**config.mk**
```make
export PLATFORM = sky130hd
export DESIGN_NAME = nvcrs_ctrl
export DESIGN_NICKNAME = d
export VERILOG_FILES = /design/src/design/nvcrs_pkg.sv /design/src/design/nvcrs_ctrl.sv
export SDC_FILE = /design/constraint.sdc
export NUM_CORES = 1
export LEC_CHECK = 0
export BUFFER_PORTS_ARGS = -buffer_cell sky130_fd_sc_hd__buf_2
export CAP_MARGIN = 10
export CORE_AREA = 2 2 39 41
export CTS_CLUSTER_SIZE = 28
export DETAILED_ROUTE_END_ITERATION = 10
export DIE_AREA = 0 0 41 43
export PLACE_DENSITY_LB_ADDON = 0.25
export SKIP_LAST_GASP = 1
export SLEW_MARGIN = 20
export SYNTH_ARGS = -nofsm -noshare
export SYNTH_HDL_FRONTEND = slang
export SYNTH_SLANG_ARGS = --single-unit
```
**constraint.sdc**
```tcl
create_clock -name clk -period 4.2 [get_ports clk]
set_input_delay 0.42 -clock clk [delete_from_list [all_inputs] [get_ports clk]]
set_output_delay 0.42 -clock clk [all_outputs]
set_load 0.02 [all_outputs]
```
**src/design/nvcrs_pkg.sv**
```systemverilog
// Package: constants and types of the ring search block
`default_nettype none
package nvcrs_pkg;
    localparam int DEF_MAX_COLS   = 256;
    localparam int DEF_MAX_ROWS   = 256;
    localparam int DEF_COORD_BITS = 24;
    localparam int CFG_W          = 9;
    localparam int IDX_W          = 8;
    localparam int POS_W          = 24;
    localparam logic [0:0] REG_GRID_COLS = 1'b0;
    localparam logic [0:0] REG_GRID_ROWS = 1'b1;
    localparam logic KIND_LOAD  = 1'b0;
    localparam logic KIND_QUERY = 1'b1;

    typedef struct packed {
        logic load_wr;
        logic org_rd;
        logic org_cap;
        logic ring_init;
        logic cell_rd;
        logic cell_eval;
        logic best_clr;
        logic res_load;
        logic res_take;
    } nvcrs_cmd_t;

    typedef struct packed {
        logic ring_last_cell;
        logic have_best;
        logic search_done;
        logic res_full;
    } nvcrs_sts_t;
endpackage
`default_nettype wire

```
**src/design/nvcrs_ctrl.sv**
```systemverilog
// Controller state machine of the ring search
`default_nettype none
module nvcrs_ctrl
    import nvcrs_pkg::*;
(
    input  wire logic       clk,
    input  wire logic       rst_n,
    input  wire logic       in_valid,
    input  wire logic       in_kind,
    output logic            in_ready,
    input  wire logic       out_ready,
    output nvcrs_cmd_t      cmd,
    input  wire nvcrs_sts_t sts
);
    typedef enum logic [5:0] {
        ST_IDLE  = 6'b000001,
        ST_ORG   = 6'b000010,
        ST_INIT  = 6'b000100,
        ST_READ  = 6'b001000,
        ST_EVAL  = 6'b010000,
        ST_DONE  = 6'b100000
    } state_t;

    state_t state_reg, state_next;

    always_ff @(posedge clk or negedge rst_n)
    begin
        if (!rst_n)
        begin
            state_reg <= ST_IDLE;
        end
        else
        begin
            state_reg <= state_next;
        end
    end

    always_comb
    begin
        state_next = state_reg;
        cmd        = '0;
        in_ready   = 1'b0;
        cmd.res_take = sts.res_full && out_ready;
        unique case (state_reg)
            ST_IDLE:
            begin
                in_ready = 1'b1;
                if (in_valid)
                begin
                    if (in_kind == KIND_LOAD)
                    begin
                        cmd.load_wr = 1'b1;
                    end
                    else
                    begin
                        cmd.org_rd = 1'b1;
                        state_next = ST_ORG;
                    end
                end
            end
            ST_ORG:
            begin
                cmd.org_cap   = 1'b1;
                cmd.ring_init = 1'b1;
                cmd.best_clr  = 1'b1;
                state_next    = ST_INIT;
            end
            ST_INIT:
            begin
                cmd.cell_rd = 1'b1;
                state_next  = ST_EVAL;
            end
            ST_READ:
            begin
                cmd.cell_rd = 1'b1;
                state_next  = ST_EVAL;
            end
            ST_EVAL:
            begin
                cmd.cell_eval = 1'b1;
                if (sts.ring_last_cell && (sts.have_best || sts.search_done))
                begin
                    state_next = ST_DONE;
                end
                else
                begin
                    state_next = ST_READ;
                end
            end
            ST_DONE:
            begin
                if (!sts.res_full || out_ready)
                begin
                    cmd.res_load = 1'b1;
                    state_next   = ST_IDLE;
                end
            end
            default:
            begin
                state_next = ST_IDLE;
            end
        endcase
    end
endmodule
`default_nettype wire

```
==> run_results.csv <==
group,metric,value,unit
setup_path,critPathCaptureType,"primary output",
setup_path,slowest_delay,540,ps
clock_network,numClockSinks,6,
clock_network,clk_pin_slew,50,ps
final_layout,area_growth,36.2,%
final_layout,nNetsFinal,71,
route,drt_iter0_drc,5,
floorplan,start_util,0.262,
sta,drv_slew,0,
final_layout,final_cell_area,494,um^2
final_layout,n_fill_cell,148,
final_layout,largest_reg_flops,6,
floorplan,die_area,1760,um^2
setup_path,crit_arrival,1700,ps
flow_run,cap_violations,0,
route,detail_route.wl_per_cell,10.4,um
sta,worst_clock_skew,9.83,ps
synthesis,yosysWarnings,0,
sta,clock.fmax,471,MHz
route,viasPerCell,4.61,
setup_path,slowest_stage,"or4_4",
sta,final.period_utilization,0.506,
final_layout,layout.cells.non_filler,77,
pwr,powerDensity,478,nW/um^2
min_path,hp-class,"primary input to flip-flop",
final_layout,num_antenna_cells,0,
clock_network,clk_latency,250,ps
floorplan,die_h,43,um
setup_path,endpoint,"cmd[2]",
pwr,p_clk_frac,0.254,
sta,whs,443,ps
sta,rsz0062_at_grt,"false",
global_routing,antenna_found_initial,0,
sta,finalSetupTns,0,ps
pwr,power_frac_comb,0.390,
synthesis,synth_edf_count,0,
placement,pre_cts_ws,2330,ps
synthesis,yosysSeqAreaShare,0.417,
route,drt_first_pass_iters,3,
setup_path,ff2ff_setup_slack,2830,ps
sta,finalSetupViolations,0,
route,dr_total_vias,355,
final_layout,multi_input_area,189,um^2
clock_network,cts_tree,"done",
clock_network,cts_buffer_depth,2,
setup_path,r2r_start,"state_reg[1]$_DFFE_PN0P_",
pwr,total_power,0.236,mW
setup_path,startpoint_type,"flip-flop",
global_routing,grt_pass1_vias,326,
pwr,internal_power,0.144,mW
pwr,p_leak,0.271,nW
synthesis,netlist.top_cell.by_area,"dfrtp_1",
floorplan,rows,14,
setup_path,cp.depth,3,
placement,dpl_cell_area,458,um^2
synthesis,syn_nets,49,
pwr,p_sw_frac,0.388,
setup_path,cp_top_family,"simple AND/OR/NAND/NOR gates",
placement,dp_hpwl,662,um
pwr,seq_power_share,0.355,
synthesis,synthDistinctLibCells,20,
synthesis,async_flop_share,1.00,
setup_path,startpoint,"state_reg[4]$_DFFE_PN0P_",
final_layout,drive_above_1_share,0.410,
sta,min_period,2120,ps
pwr,ir_worst_vdd,0.000199,V
setup_path,worst-r2r-cell-count,3,
min_path,hold_depth,3,
synthesis,syn_inst,40,
placement,gp_congestion,0.662,
sta,relSlewSlack,0.733,
setup_path,crit_chain,"or4_4 > nor3b_1 > buf_2",
setup_path,rr_endpoint,"state_reg[0]$_DFFE_PN1P_",
sta,final.setup.worst_slack,2080,ps
placement,io_buffers,18,
route,ant_nets,0,
clock_network,cts-root-buf,"clkbuf_4",
floorplan,coreArea,1380,um^2
synthesis,syn_area,363,um^2
placement,dp.cells,72,
synthesis,synth_top_area_frac,0.345,
global_routing,grtUsageTotal,0.113,
floorplan,pin_count,19,
clock_network,postCtsSetupRepairBufs,0,
route,drt_wl_total,798,um
clock_network,numCtsBuffers,3,
sta,tightest_slew,397,ps
synthesis,synth_common_cells,"5 x dfrtp_1, 5 x nor2_1, 3 x nor3b_1, 3 x o21ai_0",
synthesis,synth_seq_cells,6,
setup_path,critPathKind,"flip-flop to primary output",
final_layout,ff_latch_area,151,um^2
global_routing,grt_start_max_net_pins,9,
pwr,power_switching,0.0917,mW
setup_path,critPathBufInv,1,
global_routing,gr-total-overflow,0,
sta,hold_viol_final,0,
clock_network,htreeDepth,1,
global_routing,grt_pass1_wl,1300,um
synthesis,ys_top_cells_by_area,"dfrtp_1 34%, dfstp_2 7.2%, nor3b_1 6.2%",
route,drc_errors,0,
floorplan,die_x,41,um
synthesis,synth.avg_cell_area,9.07,um^2
setup_path,path_max_fanout,8,
run_status,status,"complete, no violations",
final_layout,final_util,0.357,
setup_path,critPathRequiredTime,3780,ps
synthesis,synth_ff_type,"dfrtp_1",
-- worst register-to-register path, stage by stage, from the launching register on --
cell and delay, ps:
dfrtp_1 430, nor3_1 390, o211ai_1 180, a32o_1 290
-- power by group through the flow --
stage | clock network [mW] | logic (mW) | registers (mW)
after floorplan | 0 | 0.0699 | 0.0815
after global placement | 0 | 0.0891 | 0.0850
after detailed placement | 0 | 0.0926 | 0.0849
after CTS | 0.0623 | 0.0935 | 0.0840
after global routing | 0.0663 | 0.102 | 0.0854
final | 0.0600 | 0.0922 | 0.0839
-- layer usage --
layer,vias up,track usage,wire length [um]
met5,-,0,0
met3,0,0.0628,68
met2,17,0.163,373
met1,154,0.136,356
li1,184,-,-
met4,0,0.0400,0
-- cells by family after synthesis --
group,Yosys count,synth area share
AO/OA/AOI/OAI,5,0.0897
XOR/XNOR,2,0.0483
buffers and inverters,4,0.0621
flip-flops,6,0.417
AND/OR/NAND/NOR,23,0.383
-- worst min path at each step --
stage | startpoint | end | slack (ps)
floorplan | rst_n | state_reg[1]$_DFFE_PN0P_ | 120
global placement | rst_n | state_reg[2]$_DFFE_PN0P_ | 250
detailed placement | rst_n | state_reg[1]$_DFFE_PN0P_ | 250
CTS | in_valid | state_reg[1]$_DFFE_PN0P_ | 440
global route | in_valid | state_reg[1]$_DFFE_PN0P_ | 470
finish | in_valid | state_reg[1]$_DFFE_PN0P_ | 440
-- cell usage in the layout, fill, tap and decap left out --
cell,n
a32o_1,1
and2_1,1
and3b_2,2
buf_2,18
clkbuf_1,1
clkbuf_4,3
dfrtp_1,5
dfstp_2,1
dlygate4sd3_1,1
inv_1,2
nand2_1,2
nand3_1,2
nand3b_1,1
nand4_1,1
nor2_1,5
nor2b_1,2
nor3_1,2
nor3b_1,3
nor4_1,1
o211ai_1,1
o21ai_0,3
or4_4,1
xor2_1,2
-- what timing repair did --
item                      CTS  global route
hold endpoints to repair    5             0
resized for setup           0             0
hold buffers                1             0
-- layout make-up --
type	instances	area share
multi-input cells	30	0.382
flip-flops and latches	6	0.306
repair buffers	19	0.203
clock buffers	4	0.0532
well taps	16	0.0405
inverters	2	0.0152
Power figures use the tool's default switching activity.
